`src/axdr_pkg.sv`:
```
// Shared types, constants and helper functions of the element value extractor.
`default_nettype none
package axdr_pkg;

	localparam int FRAME_DEPTH_DEF = 512;

	// Commands carried by an input transaction.
	localparam logic [1:0] CMD_LOAD  = 2'd0;
	localparam logic [1:0] CMD_INT   = 2'd1;
	localparam logic [1:0] CMD_ETIME = 2'd2;
	localparam logic [1:0] CMD_PTIME = 2'd3;

	// Configuration register indexes.
	localparam logic [1:0] REG_HEADER_OFFSET = 2'd0;
	localparam logic [1:0] REG_HEADER_FIX    = 2'd1;

	// A-XDR type tags.
	localparam logic [7:0] TAG_NULL      = 8'h00;
	localparam logic [7:0] TAG_ARRAY     = 8'h01;
	localparam logic [7:0] TAG_STRUCT    = 8'h02;
	localparam logic [7:0] TAG_OCTETS    = 8'h09;
	localparam logic [7:0] TAG_VISIBLE   = 8'h0A;
	localparam logic [7:0] TAG_INT8      = 8'h0F;
	localparam logic [7:0] TAG_INT16     = 8'h10;
	localparam logic [7:0] TAG_UINT16    = 8'h12;
	localparam logic [7:0] TAG_UINT32    = 8'h06;
	localparam logic [7:0] TAG_ENUM      = 8'h16;
	localparam logic [7:0] TIME_LEN      = 8'h0C;

	// Payload header signature.
	localparam logic [7:0] HDR_B0 = 8'hE6;
	localparam logic [7:0] HDR_B1 = 8'hE7;
	localparam logic [7:0] HDR_B2 = 8'h00;
	localparam logic [7:0] HDR_B3 = 8'h0F;
	localparam int HDR_MIN_BYTES  = 9;

	// Date arithmetic constants.
	localparam logic [15:0] YEAR_EPOCH         = 16'd1970;
	localparam logic [31:0] DAYS_PER_YEAR      = 32'd365;
	localparam logic [31:0] SECS_PER_DAY       = 32'd86400;
	localparam logic [31:0] SECS_PER_HOUR      = 32'd3600;
	localparam logic [31:0] SECS_PER_MIN       = 32'd60;
	localparam logic [31:0] LEAPS_BEFORE_EPOCH = 32'd477;
	// ceil(2^23 / 100) == ceil(2^25 / 400): exact quotients for 16-bit values.
	localparam logic [32:0] RECIP_DIV          = 33'd83887;
	localparam int TIME_BYTES = 9;

	typedef struct packed {
		logic [1:0] cmd;
		logic [7:0] data_byte;
		logic       first;
		logic [7:0] element_index;
	} in_item_t;

	typedef struct packed {
		logic [31:0] value;
		logic        found;
		logic        header_ok;
	} out_item_t;

	typedef struct packed {
		logic       known;
		logic       is_len;
		logic [2:0] skip;
		logic [2:0] int_len;
	} tag_info_t;

	typedef enum logic [2:0] {
		ADDR_LOAD,
		ADDR_H,
		ADDR_POS,
		ADDR_POS1,
		ADDR_FETCH
	} addr_sel_t;

	typedef enum logic [1:0] {
		RES_NONE,
		RES_INT,
		RES_TIME
	} res_kind_t;

	// Commands from the controller to the datapath.
	typedef struct packed {
		logic      accept;
		addr_sel_t addr_sel;
		logic      pos_from_h;
		logic      step_pos;
		logic      dec_left;
		logic      len_pos;
		logic      fetch_init;
		logic      fetch_cap;
		logic      time1;
		logic      time2;
		logic      time3;
		logic      res_load;
		res_kind_t res_kind;
	} ctl_t;

	// Status from the datapath to the controller.
	typedef struct packed {
		logic [1:0] in_cmd;
		logic [1:0] cmd;
		logic       past_end;
		logic       left_zero;
		tag_info_t  tag;
		logic       fetch_last;
		logic       time_ok;
		logic       out_free;
	} sts_t;

	// Classify a type tag: bytes skipped after it and integer length.
	function automatic tag_info_t tag_decode(input logic [7:0] tag);
		tag_info_t t;
		t = '{known: 1'b1, is_len: 1'b0, skip: 3'd0, int_len: 3'd0};
		unique case (tag)
			TAG_NULL: begin
			end
			TAG_VISIBLE, TAG_OCTETS: begin
				t.is_len = 1'b1;
			end
			TAG_ARRAY, TAG_STRUCT, TAG_INT8, TAG_ENUM: begin
				t.skip = 3'd1;
				t.int_len = 3'd1;
			end
			TAG_INT16, TAG_UINT16: begin
				t.skip = 3'd2;
				t.int_len = 3'd2;
			end
			TAG_UINT32: begin
				t.skip = 3'd4;
				t.int_len = 3'd4;
			end
			default: begin
				t.known = 1'b0;
			end
		endcase
		return t;
	endfunction

	// Days before the given month; month zero adds none, large months clamp.
	function automatic logic [8:0] days_before_month(input logic [7:0] month);
		logic [8:0] d;
		priority if (month == 8'd0)  d = 9'd0;
		else if (month == 8'd1)  d = 9'd0;
		else if (month == 8'd2)  d = 9'd31;
		else if (month == 8'd3)  d = 9'd59;
		else if (month == 8'd4)  d = 9'd90;
		else if (month == 8'd5)  d = 9'd120;
		else if (month == 8'd6)  d = 9'd151;
		else if (month == 8'd7)  d = 9'd181;
		else if (month == 8'd8)  d = 9'd212;
		else if (month == 8'd9)  d = 9'd243;
		else if (month == 8'd10) d = 9'd273;
		else if (month == 8'd11) d = 9'd304;
		else if (month == 8'd12) d = 9'd334;
		else d = 9'd365;
		return d;
	endfunction

endpackage
`default_nettype wire

```
`src/axdr_ctrl.sv`:
```
// Controller state machine that sequences loads, the element walk and time conversion.
`default_nettype none
module axdr_ctrl
	import axdr_pkg::*;
(
	input  wire logic clk,
	input  wire logic arst_n,
	input  wire logic in_valid,
	output logic      in_stall,
	input  wire sts_t sts,
	output ctl_t      ctl
);

	typedef enum logic [11:0] {
		ST_IDLE      = 12'b000000000001,
		ST_H_RD      = 12'b000000000010,
		ST_H_USE     = 12'b000000000100,
		ST_TAG_CHK   = 12'b000000001000,
		ST_TAG_USE   = 12'b000000010000,
		ST_LEN_USE   = 12'b000000100000,
		ST_FETCH_RD  = 12'b000001000000,
		ST_FETCH_USE = 12'b000010000000,
		ST_TIME1     = 12'b000100000000,
		ST_TIME2     = 12'b001000000000,
		ST_TIME3     = 12'b010000000000,
		ST_RESULT    = 12'b100000000000
	} state_t;

	state_t    state_q, state_d;
	res_kind_t kind_q, kind_d;

	assign in_stall = (state_q != ST_IDLE);

	// Next state and command decode.
	always_comb begin
		state_d = state_q;
		kind_d  = kind_q;
		ctl = '{accept: 1'b0, addr_sel: ADDR_LOAD, pos_from_h: 1'b0, step_pos: 1'b0,
			dec_left: 1'b0, len_pos: 1'b0, fetch_init: 1'b0, fetch_cap: 1'b0,
			time1: 1'b0, time2: 1'b0, time3: 1'b0, res_load: 1'b0, res_kind: kind_q};
		unique case (state_q)
			ST_IDLE: begin
				ctl.accept = in_valid;
				if (in_valid && sts.in_cmd != CMD_LOAD) begin
					state_d = ST_H_RD;
				end
			end
			ST_H_RD: begin
				ctl.addr_sel = ADDR_H;
				state_d = ST_H_USE;
			end
			ST_H_USE: begin
				if (sts.cmd == CMD_PTIME) begin
					ctl.fetch_init = 1'b1;
					state_d = ST_FETCH_RD;
				end else begin
					ctl.pos_from_h = 1'b1;
					state_d = ST_TAG_CHK;
				end
			end
			ST_TAG_CHK: begin
				ctl.addr_sel = ADDR_POS;
				if (sts.past_end) begin
					kind_d  = RES_NONE;
					state_d = ST_RESULT;
				end else begin
					state_d = ST_TAG_USE;
				end
			end
			ST_TAG_USE: begin
				ctl.addr_sel = ADDR_POS1;
				if (sts.left_zero) begin
					// Element reached: gather its data bytes.
					ctl.fetch_init = 1'b1;
					if (sts.cmd == CMD_INT && sts.tag.int_len == 3'd0) begin
						kind_d  = RES_INT;
						state_d = ST_RESULT;
					end else begin
						state_d = ST_FETCH_RD;
					end
				end else if (!sts.tag.known) begin
					kind_d  = RES_NONE;
					state_d = ST_RESULT;
				end else begin
					ctl.dec_left = 1'b1;
					if (sts.tag.is_len) begin
						state_d = ST_LEN_USE;
					end else begin
						ctl.step_pos = 1'b1;
						state_d = ST_TAG_CHK;
					end
				end
			end
			ST_LEN_USE: begin
				ctl.len_pos = 1'b1;
				state_d = ST_TAG_CHK;
			end
			ST_FETCH_RD: begin
				ctl.addr_sel = ADDR_FETCH;
				state_d = ST_FETCH_USE;
			end
			ST_FETCH_USE: begin
				ctl.fetch_cap = 1'b1;
				if (sts.fetch_last) begin
					if (sts.cmd == CMD_INT) begin
						kind_d  = RES_INT;
						state_d = ST_RESULT;
					end else begin
						state_d = ST_TIME1;
					end
				end else begin
					state_d = ST_FETCH_RD;
				end
			end
			ST_TIME1: begin
				if (!sts.time_ok) begin
					kind_d  = RES_NONE;
					state_d = ST_RESULT;
				end else begin
					ctl.time1 = 1'b1;
					state_d = ST_TIME2;
				end
			end
			ST_TIME2: begin
				ctl.time2 = 1'b1;
				state_d = ST_TIME3;
			end
			ST_TIME3: begin
				ctl.time3 = 1'b1;
				kind_d  = RES_TIME;
				state_d = ST_RESULT;
			end
			ST_RESULT: begin
				if (sts.out_free) begin
					ctl.res_load = 1'b1;
					state_d = ST_IDLE;
				end
			end
			default: begin
				state_d = ST_IDLE;
			end
		endcase
	end

	// State registers.
	always_ff @(posedge clk or negedge arst_n) begin
		if (!arst_n) begin
			state_q <= ST_IDLE;
			kind_q  <= RES_NONE;
		end else begin
			state_q <= state_d;
			kind_q  <= kind_d;
		end
	end

endmodule
`default_nettype wire

```
`config.mk`:
```
export PLATFORM = sky130hd
export DESIGN_NAME = axdr_ctrl
export DESIGN_NICKNAME = d
export VERILOG_FILES = /design/src/axdr_pkg.sv /design/src/axdr_ctrl.sv
export SDC_FILE = /design/constraint.sdc
export NUM_CORES = 1
export LEC_CHECK = 0
export BUFFER_PORTS_ARGS = -buffer_cell sky130_fd_sc_hd__buf_2
export CAP_MARGIN = 30
export CELL_PAD_IN_SITES_DETAIL_PLACEMENT = 1
export CELL_PAD_IN_SITES_GLOBAL_PLACEMENT = 1
export CORE_MARGIN = 10
export CORE_UTILIZATION = 31
export CTS_CLUSTER_DIAMETER = 100
export CTS_CLUSTER_SIZE = 30
export DETAILED_ROUTE_END_ITERATION = 12
export HOLD_SLACK_MARGIN = 0.06
export PLACE_DENSITY = 0.8
export SLEW_MARGIN = 20
export SYNTH_ARGS = -nofsm -noshare
export SYNTH_HDL_FRONTEND = slang
export SYNTH_SLANG_ARGS = --single-unit
export TNS_END_PERCENT = 100
```
`constraint.sdc`:
```
create_clock -name clk -period 1.96 [get_ports clk]
set_clock_uncertainty 0.1 [all_clocks]
set_input_delay 0.098 -clock clk [delete_from_list [all_inputs] [get_ports clk]]
set_output_delay 0.098 -clock clk [all_outputs]
set_load 0.05 [all_outputs]
```
==> results of run 1 <==
-- synth_stat cells, types with 2 or more instances --
| cell | n | area share |
|---|---|---|
| or2_2 | 2 | 0.013 |
| o21a_1 | 2 | 0.016 |
| xnor2_1 | 2 | 0.019 |
| nor4bb_1 | 2 | 0.021 |
| nor4b_1 | 2 | 0.019 |
| nand2_1 | 12 | 0.048 |
| buf_4 | 2 | 0.016 |
| or4b_4 | 2 | 0.029 |
| nand2b_1 | 3 | 0.020 |
| a21oi_1 | 2 | 0.011 |
| nor2_1 | 18 | 0.072 |
| dfrtp_1 | 13 | 0.35 |
| nor4_1 | 7 | 0.047 |
| nor3_1 | 4 | 0.021 |
| inv_1 | 3 | 0.012 |
| nand3_1 | 3 | 0.016 |
-- cell families after synthesis --
| family | Yosys count | share of synthesized area |
|---|---|---|
| AO/OA/AOI/OAI | 10 | 0.0804 |
| flip-flops | 14 | 0.377 |
| multiplexers | 2 | 0.0268 |
| XOR/XNOR | 3 | 0.0282 |
| AND/OR/NAND/NOR | 70 | 0.448 |
| buffers and inverters | 6 | 0.0402 |
-- repair_timing --
item / CTS
endpoints found under the hold margin: 18
buffers inserted: 25
resized for setup: 72
cloned: 0
hold buffers: 4
setup endpoints to repair: 22
pin swaps: 17
-- through the flow --
stage               hold slack (ns)  std cells  setup WS (ns)
floorplan                    -0.298        105         -0.637
global placement            -0.0872        199         -0.195
detailed placement          -0.0834        199         -0.302
CTS                          0.0643        228         -0.458
==> impl_metrics.env, run 1 <==
export IMPL_async_reset_ff_frac=1.00
export IMPL_cts_inserted_buffers=3
export IMPL_clock_sinks=14
export IMPL_netlist_area_um2=933
export IMPL_status="stopped before the end"
export IMPL_ys_flop_type="dfrtp_1"
export IMPL_initial_utilization=0.330
export IMPL_syn_num_nets=125
export IMPL_fp_row_count=19
export IMPL_place_area_um2=1440
export IMPL_cts_htree_levels=1
export IMPL_worst_ep_kind="output port"
export IMPL_clockRootBuffer="clkbuf_4"
export IMPL_antenna_found_initial=0
export IMPL_dp_final_hpwl_um=3080
export IMPL_die_h_um=74.9
export IMPL_ios=37
export IMPL_yosys_warnings=0
export IMPL_syn_inst=105
export IMPL_ys_ff_latch=14
export IMPL_grt_max_degree=15
export IMPL_synth_edf_count=0
export IMPL_ys_types=42
export IMPL_gp_congestion=0.888
export IMPL_die_w_um=74.9
export IMPL_avgSynthCellArea_um2=8.89
export IMPL_portBuffers=33
export IMPL_grt_worst_setup_endpoint="ctl[15]"
export IMPL_haltStage="global routing (5_1_grt)"
export IMPL_ys_seq_area_frac=0.377
export IMPL_clock_path_buffers=2
export IMPL_stop_error="[ERROR DPL-0033] detailed placement checks failed during check placement."
==> inputs of run 2 (changes only) <==
==> config.mk (replaced) <==
export PLATFORM = sky130hd
export DESIGN_NAME = axdr_ctrl
export DESIGN_NICKNAME = d
export VERILOG_FILES = /design/src/axdr_pkg.sv /design/src/axdr_ctrl.sv
export SDC_FILE = /design/constraint.sdc
export NUM_CORES = 1
export LEC_CHECK = 0
export BUFFER_PORTS_ARGS = -buffer_cell sky130_fd_sc_hd__buf_2
export CAP_MARGIN = 30
export CORE_MARGIN = 10
export CORE_UTILIZATION = 25
export DETAILED_ROUTE_END_ITERATION = 12
export PLACE_DENSITY_LB_ADDON = 0.15
export SLEW_MARGIN = 20
export SYNTH_ARGS = -nofsm -noshare
export SYNTH_HDL_FRONTEND = slang
export SYNTH_SLANG_ARGS = --single-unit
export TNS_END_PERCENT = 100
==> constraint.sdc (replaced) <==
create_clock -name clk -period 2.55 [get_ports clk]
set_clock_uncertainty 0.1 [all_clocks]
set_input_delay 0.1275 -clock clk [delete_from_list [all_inputs] [get_ports clk]]
set_output_delay 0.1275 -clock clk [all_outputs]
set_load 0.05 [all_outputs]
==> impl_metrics.env, run 2 <==
export IMPL_yosys_top_cells_count="18 x nor2_1, 13 x dfrtp_1, 12 x nand2_1"
export IMPL_r2r_cells=6
export IMPL_die_area_um2=6580
export IMPL_wl_per_cell_um=14.6
export IMPL_period_needed_ns=2.47
export IMPL_min_path_cells=2
export IMPL_crit_end="ctl[15]"
export IMPL_report_final_slew_viol_count=0
export IMPL_clk_pin_slew_ns=0.06
export IMPL_synth_most_common_cell="nor2_1"
export IMPL_synth_area_top_cells="dfrtp_1 35%, nor2_1 7.2%, nand2_1 4.8%"
export IMPL_mostFrequentLayoutCells="32 x buf_2, 17 x nor2_1, 12 x nand2_1, 10 x dfrtp_1, 5 x buf_4"
export IMPL_core_area_um2=3630
export IMPL_crit_chain="nor4_4 > nand2_1 > or2_4 > or4b_4 > nor2_4 > buf_6"
export IMPL_fp_row_count=22
export IMPL_num_vias=949
export IMPL_largest_registers="state_q: 12 flops, kind_q: 2 flops"
export IMPL_dp_final_hpwl_um=2290
export IMPL_maxCapViolCount=0
export IMPL_critPathRequiredTime_ns=2.32
export IMPL_ys_flop_type="dfrtp_1"
export IMPL_overflow=0
export IMPL_ys_ff_latch=14
export IMPL_final_common_cell="buf_2"
export IMPL_clock_path_buffers=2
export IMPL_die_w_um=81.1
export IMPL_power_total_mw=0.975
export IMPL_end_kind="output port"
export IMPL_slowest_stage="or4b_4"
export IMPL_place_ws_ns=0.176
export IMPL_drcViolationCount=0
export IMPL_antenna_found_initial=0
export IMPL_drt_met1_wl_um=1360
export IMPL_ios=37
export IMPL_gp_congestion=0.770
export IMPL_syn_inst=105
export IMPL_route_met3_wl_um=208
export IMPL_final_util=0.372
export IMPL_cp_arrival_ns=2.24
export IMPL_setup_slack_ns=0.0849
export IMPL_synth_edf_count=0
export IMPL_ys_seq_area_frac=0.377
export IMPL_netlist_area_um2=933
export IMPL_n_antenna_cell=0
export IMPL_fin_crit_sh=0.967
export IMPL_clockRootBuffer="clkbuf_8"
export IMPL_grt_max_degree=15
export IMPL_drt_iter0_drc=18
export IMPL_worst_slew_pin_slew_ns=0.398
export IMPL_drive_gt1_frac=0.479
export IMPL_ys_types=42
export IMPL_critPathKind="flip-flop to output port"
export IMPL_hold_viol_final=0
export IMPL_r2r_start="state_q[7]"
export IMPL_p_leak_nw=0.678
export IMPL_grt_pass1_vias=985
export IMPL_yosys_warnings=0
export IMPL_cts_tree="done"
export IMPL_cp_num_buf_inv=1
export IMPL_portBuffers=33
export IMPL_setup_viol=0
export IMPL_irDropWorstVdd_mv=0.581
export IMPL_crit_start="state_q[10]"
export IMPL_rsz0062_at_grt="no"
export IMPL_start_kind="flip-flop"
export IMPL_slew_headroom=0.731
export IMPL_dr_wl_met2_um=1240
export IMPL_grtUsageTotal=0.0892
export IMPL_initial_utilization=0.257
export IMPL_hp_class="input pin to flip-flop"
export IMPL_r2r_slack_ns=0.22
export IMPL_fillers=383
export IMPL_r2r_end="kind_q[0]"
export IMPL_cts_inserted_buffers=3
export IMPL_fin_hold_ws_ns=0.0357
export IMPL_fmax_mhz=406
export IMPL_vias_per_cell=4.89
export IMPL_slowest_delay_ns=0.53
export IMPL_fin_nets=167
export IMPL_power_density_nw_per_um2=722
export IMPL_drt_pass1_iter_count=4
export IMPL_die_h_um=81.1
export IMPL_crit_fanout=4
export IMPL_grt_pass1_wl_um=4630
export IMPL_yosysTopAreaCell="dfrtp_1"
export IMPL_syn_num_nets=125
export IMPL_cp_depth=6
export IMPL_avgSynthCellArea_um2=8.89
export IMPL_synth_top_area_frac=0.349
export IMPL_drt_wl_total_um=2840
export IMPL_ant_nets=0
export IMPL_highest_layer="met4"
export IMPL_status="finished clean"
export IMPL_top_register="state_q"
export IMPL_clock_sinks=14
export IMPL_cp_top_family="simple AND/OR/NAND/NOR gates"
export IMPL_async_reset_ff_frac=1.00
export IMPL_largest_reg_flops=12
export IMPL_syn_to_final_growth_pct=44.6
export IMPL_worstSkewPairLatency_ns=0.25
export IMPL_cts_htree_levels=1
## run 2: cell counts after synthesis
Identical to the previous run, type by type.
## run 2: how the worst min path moves through the flow
stage | start | to | slack, ns
CTS | sts[9] | state_q[5] | 0.04
floorplan | arst_n | kind_q[0] | -0.27
global route | sts[9] | state_q[5] | 0.04
detailed placement | arst_n | state_q[7] | -0.05
finish | sts[2] | state_q[6] | 0.04
global placement | arst_n | state_q[7] | -0.04
## run 2: cell type report
type / instances / area, um2 / area share
clock buffers: 4 / 55.1 / 0.0408
inverters: 3 / 11.3 / 0.00834
multi-input cells: 85 / 639 / 0.474
flip-flops and latches: 14 / 355 / 0.263
well taps: 48 / 60.1 / 0.0445
repair buffers: 40 / 229 / 0.170
## run 2: through the flow
stage / cells / instance area (um2) / setup TNS [ns]
floorplan: 105 / 991 / -0.234
global placement: 186 / 1210 / 0
detailed placement: 186 / 1210 / 0
CTS: 192 / 1310 / 0
global route: 194 / 1350 / 0
finish: 194 / 1350 / 0
## run 2: per-layer routing
layer | vias to the layer above | GRT usage
met5 | - | 0
met4 | 0 | 0.0329
met2 | 28 | 0.135
met1 | 448 | 0.112
li1 | 469 | -
met3 | 4 | 0.0364
## run 2: worst reg2reg max path: cells and delay by family, from the launching register on
kind / cells / cell delay (ns)
compound gates: 1 / 0.16
mux: 2 / 0.49
simple gates: 3 / 0.97
flops: 1 / 0.50
## run 2: power by group
part	internal (mW)	leakage, nW	total, mW	switching, mW
Sequential	0.251	0.186	0.293	0.0416
Clock	0.137	0.0288	0.220	0.0830
Combinational	0.178	0.463	0.463	0.285
## run 2: kinds of logic after synthesis
kind of cell | share of synthesized area
XOR/XNOR | 0.0282
multiplexers | 0.0268
AND/OR/NAND/NOR | 0.448
flip-flops | 0.377
buffers and inverters | 0.0402
AO/OA/AOI/OAI | 0.0804
## run 2: what timing repair did
action / in CTS / in global routing
setup buffers: 0 / 2
hold endpoints to repair: 15 / 0
pin swaps: 0 / 2
endpoints found under the setup margin: 2 / 3
hold buffers: 2 / 0
resized for setup: 3 / 8
Power figures use the tool's default switching activity.
==> inputs of run 3 (changes only) <==
--- a/config.mk
+++ b/config.mk
@@ -7,10 +7,11 @@
 export LEC_CHECK = 0
 export BUFFER_PORTS_ARGS = -buffer_cell sky130_fd_sc_hd__buf_2
 export CAP_MARGIN = 30
-export CORE_MARGIN = 10
-export CORE_UTILIZATION = 25
+export CORE_AREA = 10 10 71 73
 export DETAILED_ROUTE_END_ITERATION = 12
+export DIE_AREA = 0 0 81 83
 export PLACE_DENSITY_LB_ADDON = 0.15
+export SETUP_SLACK_MARGIN = 0.4
 export SLEW_MARGIN = 20
 export SYNTH_ARGS = -nofsm -noshare
 export SYNTH_HDL_FRONTEND = slang
==> impl_metrics.env, run 3 (synthesized netlist as in run 2, its figures left out) <==
export IMPL_cp_top_family="simple AND/OR/NAND/NOR gates"
export IMPL_place_area_um2=1220
export IMPL_period_needed_ns=2.37
export IMPL_maxCapViolCount=0
export IMPL_fin_nets=183
export IMPL_clock_sinks=14
export IMPL_clk_pin_slew_ns=0.06
export IMPL_cp_depth=6
export IMPL_overflow=0
export IMPL_grt_pass1_vias=1036
export IMPL_r2r_slack_ns=0.28
export IMPL_grt_max_degree=15
export IMPL_fillers=369
export IMPL_crit_fanout=3
export IMPL_r2r_cells=7
export IMPL_fmax_mhz=422
export IMPL_drt_pass1_iter_count=4
export IMPL_status="finished clean"
export IMPL_design_area_um2=1640
export IMPL_rsz0062_at_grt="yes"
export IMPL_end_kind="output port"
export IMPL_mostFrequentLayoutCells="21 x buf_4, 19 x buf_2, 14 x nor2_1, 11 x nand2_1, 10 x dfrtp_1"
export IMPL_n_antenna_cell=0
export IMPL_worstSkewPairLatency_ns=0.24
export IMPL_r2r_end="kind_q[0]"
export IMPL_slowest_delay_ns=0.53
export IMPL_drt_wl_total_um=3010
export IMPL_slew_headroom=0.765
export IMPL_cts_inserted_buffers=3
export IMPL_gp_congestion=0.827
export IMPL_slowest_stage="or4b_4"
export IMPL_vias_per_cell=4.78
export IMPL_setup_slack_ns=0.179
export IMPL_critPathRequiredTime_ns=2.32
export IMPL_hold_viol_final=0
export IMPL_irDropWorstVdd_mv=0.383
export IMPL_grtUsageTotal=0.0907
export IMPL_syn_to_final_growth_pct=75.7
export IMPL_clock_path_buffers=2
export IMPL_drt_iter0_drc=47
export IMPL_critPathKind="flip-flop to output port"
export IMPL_ios=37
export IMPL_report_final_slew_viol_count=0
export IMPL_p_leak_nw=0.781
export IMPL_r2r_start="state_q[7]"
export IMPL_largest_reg_flops=12
export IMPL_hp_class="input pin to flip-flop"
export IMPL_fin_crit_sh=0.930
export IMPL_num_vias=1003
export IMPL_final_util=0.451
export IMPL_cts_tree="done"
export IMPL_wl_per_cell_um=14.3
export IMPL_dpl_cell_count=186
export IMPL_fin_tns_setup_ns=0
export IMPL_crit_end="ctl[15]"
export IMPL_drive_gt1_frac=0.562
export IMPL_setup_viol=0
export IMPL_final_common_cell="buf_4"
export IMPL_die_area_um2=6720
export IMPL_crit_chain="nor4_4 > nand2_1 > or2_4 > or4b_4 > nor2_4 > buf_8"
export IMPL_dp_final_hpwl_um=2270
export IMPL_largest_registers="state_q: 12 flops, kind_q: 2 flops"
export IMPL_die_h_um=83
export IMPL_place_ws_ns=0.172
export IMPL_top_register="state_q"
export IMPL_power_density_nw_per_um2=674
export IMPL_start_kind="flip-flop"
export IMPL_clockRootBuffer="clkbuf_8"
export IMPL_cp_arrival_ns=2.14
export IMPL_antenna_found_initial=0
export IMPL_cts_htree_levels=1
export IMPL_cp_num_buf_inv=1
export IMPL_worst_slew_pin_slew_ns=0.348
export IMPL_die_w_um=81
export IMPL_portBuffers=33
export IMPL_ant_nets=0
export IMPL_grt_pass1_wl_um=4950
export IMPL_drcViolationCount=0
export IMPL_initial_utilization=0.257
export IMPL_final_cells=210
export IMPL_crit_start="state_q[10]"
export IMPL_core_area_um2=3630
export IMPL_fp_row_count=22
## run 3: cell types whose count changed in the layout (fill, tap and decap cells not counted), moves of 3 or more
cell / before / now
buf_2: 32 / 19
buf_4: 5 / 21
buf_6: 1 / 9
buf_8: 0 / 3
nor2_1: 17 / 14
nor2_2: 0 / 3
## run 3: worst min-delay path by stage
stage | start | to | slack, ns | depth (start not counted)
after CTS | sts[9] | state_q[5] | 0.02 | 2
after detailed placement | arst_n | state_q[10] | -0.05 | 1
after floorplan | arst_n | kind_q[0] | -0.27 | 0
after global placement | arst_n | state_q[10] | -0.05 | 1
after global routing | sts[2] | state_q[6] | 0.04 | 2
final | sts[2] | state_q[6] | 0.02 | 2
## run 3: what timing repair did
item	4_1_cts	5_1_grt
resized for setup	29	26
hold buffers	2	0
pin swaps	4	11
hold endpoints to repair	15	0
endpoints found under the setup margin	16	19
setup buffers	13	5
## run 3: layout make-up
cell class	count	area, um2	share of cell area
timing repair buffer	56	447	0.272
tap	48	60.1	0.0366
multi-input combinational	85	712	0.434
clock buffer	4	55.1	0.0336
inverter	3	11.3	0.00687
sequential	14	355	0.217
## run 3: layer usage
layer,track usage,wire length [um]
met1,0.116,1290
met2,0.130,1390
met3,0.0334,271
met4,0.0423,55
met5,0,0
## run 3: power by group
group	internal, mW	switching, mW
clock	0.137	0.0809
sequential	0.251	0.0482
combinational	0.265	0.323
## run 3: metrics by stage
stage	power [mW]	hold WS, ns
after global routing	1.17	0.0359
after global placement	0.708	-0.0490
after detailed placement	0.712	-0.0478
after floorplan	0.604	-0.268
after CTS	1.04	0.0198
final	1.10	0.0243
==> inputs of run 4 (changes only) <==
--- a/config.mk
+++ b/config.mk
@@ -8,8 +8,10 @@
 export BUFFER_PORTS_ARGS = -buffer_cell sky130_fd_sc_hd__buf_2
 export CAP_MARGIN = 30
 export CORE_AREA = 10 10 71 73
+export CTS_BUF_LIST = sky130_fd_sc_hd__clkbuf_16
 export DETAILED_ROUTE_END_ITERATION = 12
 export DIE_AREA = 0 0 81 83
+export MAX_ROUTING_LAYER = met4
 export PLACE_DENSITY_LB_ADDON = 0.15
 export SETUP_SLACK_MARGIN = 0.4
 export SLEW_MARGIN = 20
==> impl_metrics.env, run 4 (synthesized netlist as in run 2, its figures left out) <==
export IMPL_r2r_cells=7
export IMPL_worst_slew_pin_slew_ns=0.382
export IMPL_ant_nets=0
export IMPL_clockRootBuffer="clkbuf_16"
export IMPL_clock_path_buffers=2
export IMPL_drcViolationCount=0
export IMPL_cts_htree_levels=1
export IMPL_core_area_um2=3630
export IMPL_power_total_mw=1.20
export IMPL_fillers=371
export IMPL_start_kind="flip-flop"
export IMPL_clock_sinks=14
export IMPL_power_frac_comb=0.502
export IMPL_die_h_um=83
export IMPL_hp_class="input pin to flip-flop"
export IMPL_initial_utilization=0.257
export IMPL_fin_nets=183
export IMPL_die_w_um=81
export IMPL_fin_hold_ws_ns=0.0305
export IMPL_largest_reg_flops=12
export IMPL_worstSkewPairLatency_ns=0.24
export IMPL_n_antenna_cell=0
export IMPL_power_share_sequential=0.250
export IMPL_die_area_um2=6720
export IMPL_sw_frac_of_total=0.388
export IMPL_syn_to_final_growth_pct=77.9
export IMPL_vias_per_cell=4.72
export IMPL_fp_row_count=22
export IMPL_report_final_slew_viol_count=0
export IMPL_drt_iter0_drc=41
export IMPL_r2r_end="kind_q[0]"
export IMPL_top_register="state_q"
export IMPL_crit_end="ctl[2]"
export IMPL_critPathRequiredTime_ns=2.32
export IMPL_portBuffers=33
export IMPL_grt_pass1_wl_um=4880
export IMPL_r2r_slack_ns=0.26
export IMPL_final_util=0.457
export IMPL_gp_congestion=0.840
export IMPL_fin_tns_setup_ns=0
export IMPL_period_needed_ns=2.37
export IMPL_pwr_share_clk=0.248
export IMPL_clk_pin_slew_ns=0.05
export IMPL_num_vias=991
export IMPL_dp_final_hpwl_um=2270
export IMPL_r2r_start="state_q[5]"
export IMPL_mostFrequentLayoutCells="21 x buf_4, 19 x buf_2, 14 x nor2_1, 11 x nand2_1, 10 x buf_6"
export IMPL_p_switching_mw=0.464
export IMPL_status="finished clean"
export IMPL_setup_viol=0
export IMPL_intPower_mw=0.733
export IMPL_crit_fanout=6
export IMPL_crit_start="state_q[2]"
export IMPL_drt_wl_total_um=3080
export IMPL_power_density_nw_per_um2=720
export IMPL_wl_per_cell_um=14.6
export IMPL_place_area_um2=1220
export IMPL_p_leak_nw=0.787
export IMPL_fmax_mhz=422
export IMPL_design_area_um2=1660
export IMPL_final_cells=210
export IMPL_ios=37
export IMPL_grt_max_degree=15
export IMPL_antenna_found_initial=0
export IMPL_end_kind="output port"
export IMPL_drive_gt1_frac=0.568
export IMPL_fin_crit_sh=0.929
export IMPL_cts_tree="done"
export IMPL_final_common_cell="buf_4"
export IMPL_overflow=0
export IMPL_drt_pass1_iter_count=4
export IMPL_critPathKind="flip-flop to output port"
export IMPL_grt_pass1_vias=1010
export IMPL_place_ws_ns=0.172
export IMPL_cts_inserted_buffers=3
export IMPL_rsz0062_at_grt="yes"
export IMPL_cp_arrival_ns=2.14
export IMPL_grtUsageTotal=0.0920
export IMPL_hold_viol_final=0
export IMPL_irDropWorstVdd_mv=0.385
export IMPL_maxCapViolCount=0
export IMPL_setup_slack_ns=0.181
export IMPL_dpl_cell_count=186
export IMPL_slew_headroom=0.743
export IMPL_largest_registers="state_q: 12 flops, kind_q: 2 flops"
## run 4: cell types whose count changed in the layout (fill, tap and decap cells not counted), sizes merged
cell / delta
clkinv: +1
clkbuf: -1
## run 4: final cells by class
class / instances / area, um2 / area share
sequential: 14 / 358 / 0.216
clock buffer: 3 / 75.1 / 0.0452
inverter: 3 / 11.3 / 0.00678
timing repair buffer: 56 / 438 / 0.264
tap: 48 / 60.1 / 0.0362
multi-input combinational: 85 / 714 / 0.430
clock inverter: 1 / 3.75 / 0.00226
## run 4: metal layers
layer / track usage / share of wire / vias to the layer above
li1: - / - / 495
met1: 0.119 / 0.46 / 465
met2: 0.127 / 0.47 / 29
met3: 0.0269 / 0.064 / 2
met4: 0.0423 / 0.013 / 0
met5: - / 0 / -
## run 4: repair_timing
action	CTS	global route
resized for setup	29	29
endpoints found under the hold margin	15	0
setup endpoints to repair	16	20
pin swaps	4	10
hold buffers	2	0
gates cloned	0	0
setup buffers	8	10
## run 4: worst min path at each step
stage	cells after the start	slack, ns	to	start
5_1_grt	2	0.04	state_q[6]	sts[2]
3_3_place_gp	1	-0.05	state_q[10]	arst_n
4_1_cts	2	0.02	state_q[5]	sts[9]
6_report	2	0.03	state_q[6]	sts[2]
2_1_floorplan	0	-0.27	kind_q[0]	arst_n
3_5_place_dp	1	-0.05	state_q[10]	arst_n
## run 4: critical path: stages (launching register included)
cell and delay (ns):
dfrtp_1 0.45, or3_2 0.56, or2_2 0.33, nor2_1 0.16
and4_1 0.20, buf_4 0.19
## run 4: power groups by stage
stage	logic (mW)	clock network (mW)	registers (mW)
CTS	0.529	0.301	0.288
global placement	0.420	0	0.288
finish	0.600	0.297	0.299
global route	0.649	0.313	0.302
floorplan	0.324	0	0.281
detailed placement	0.423	0	0.288
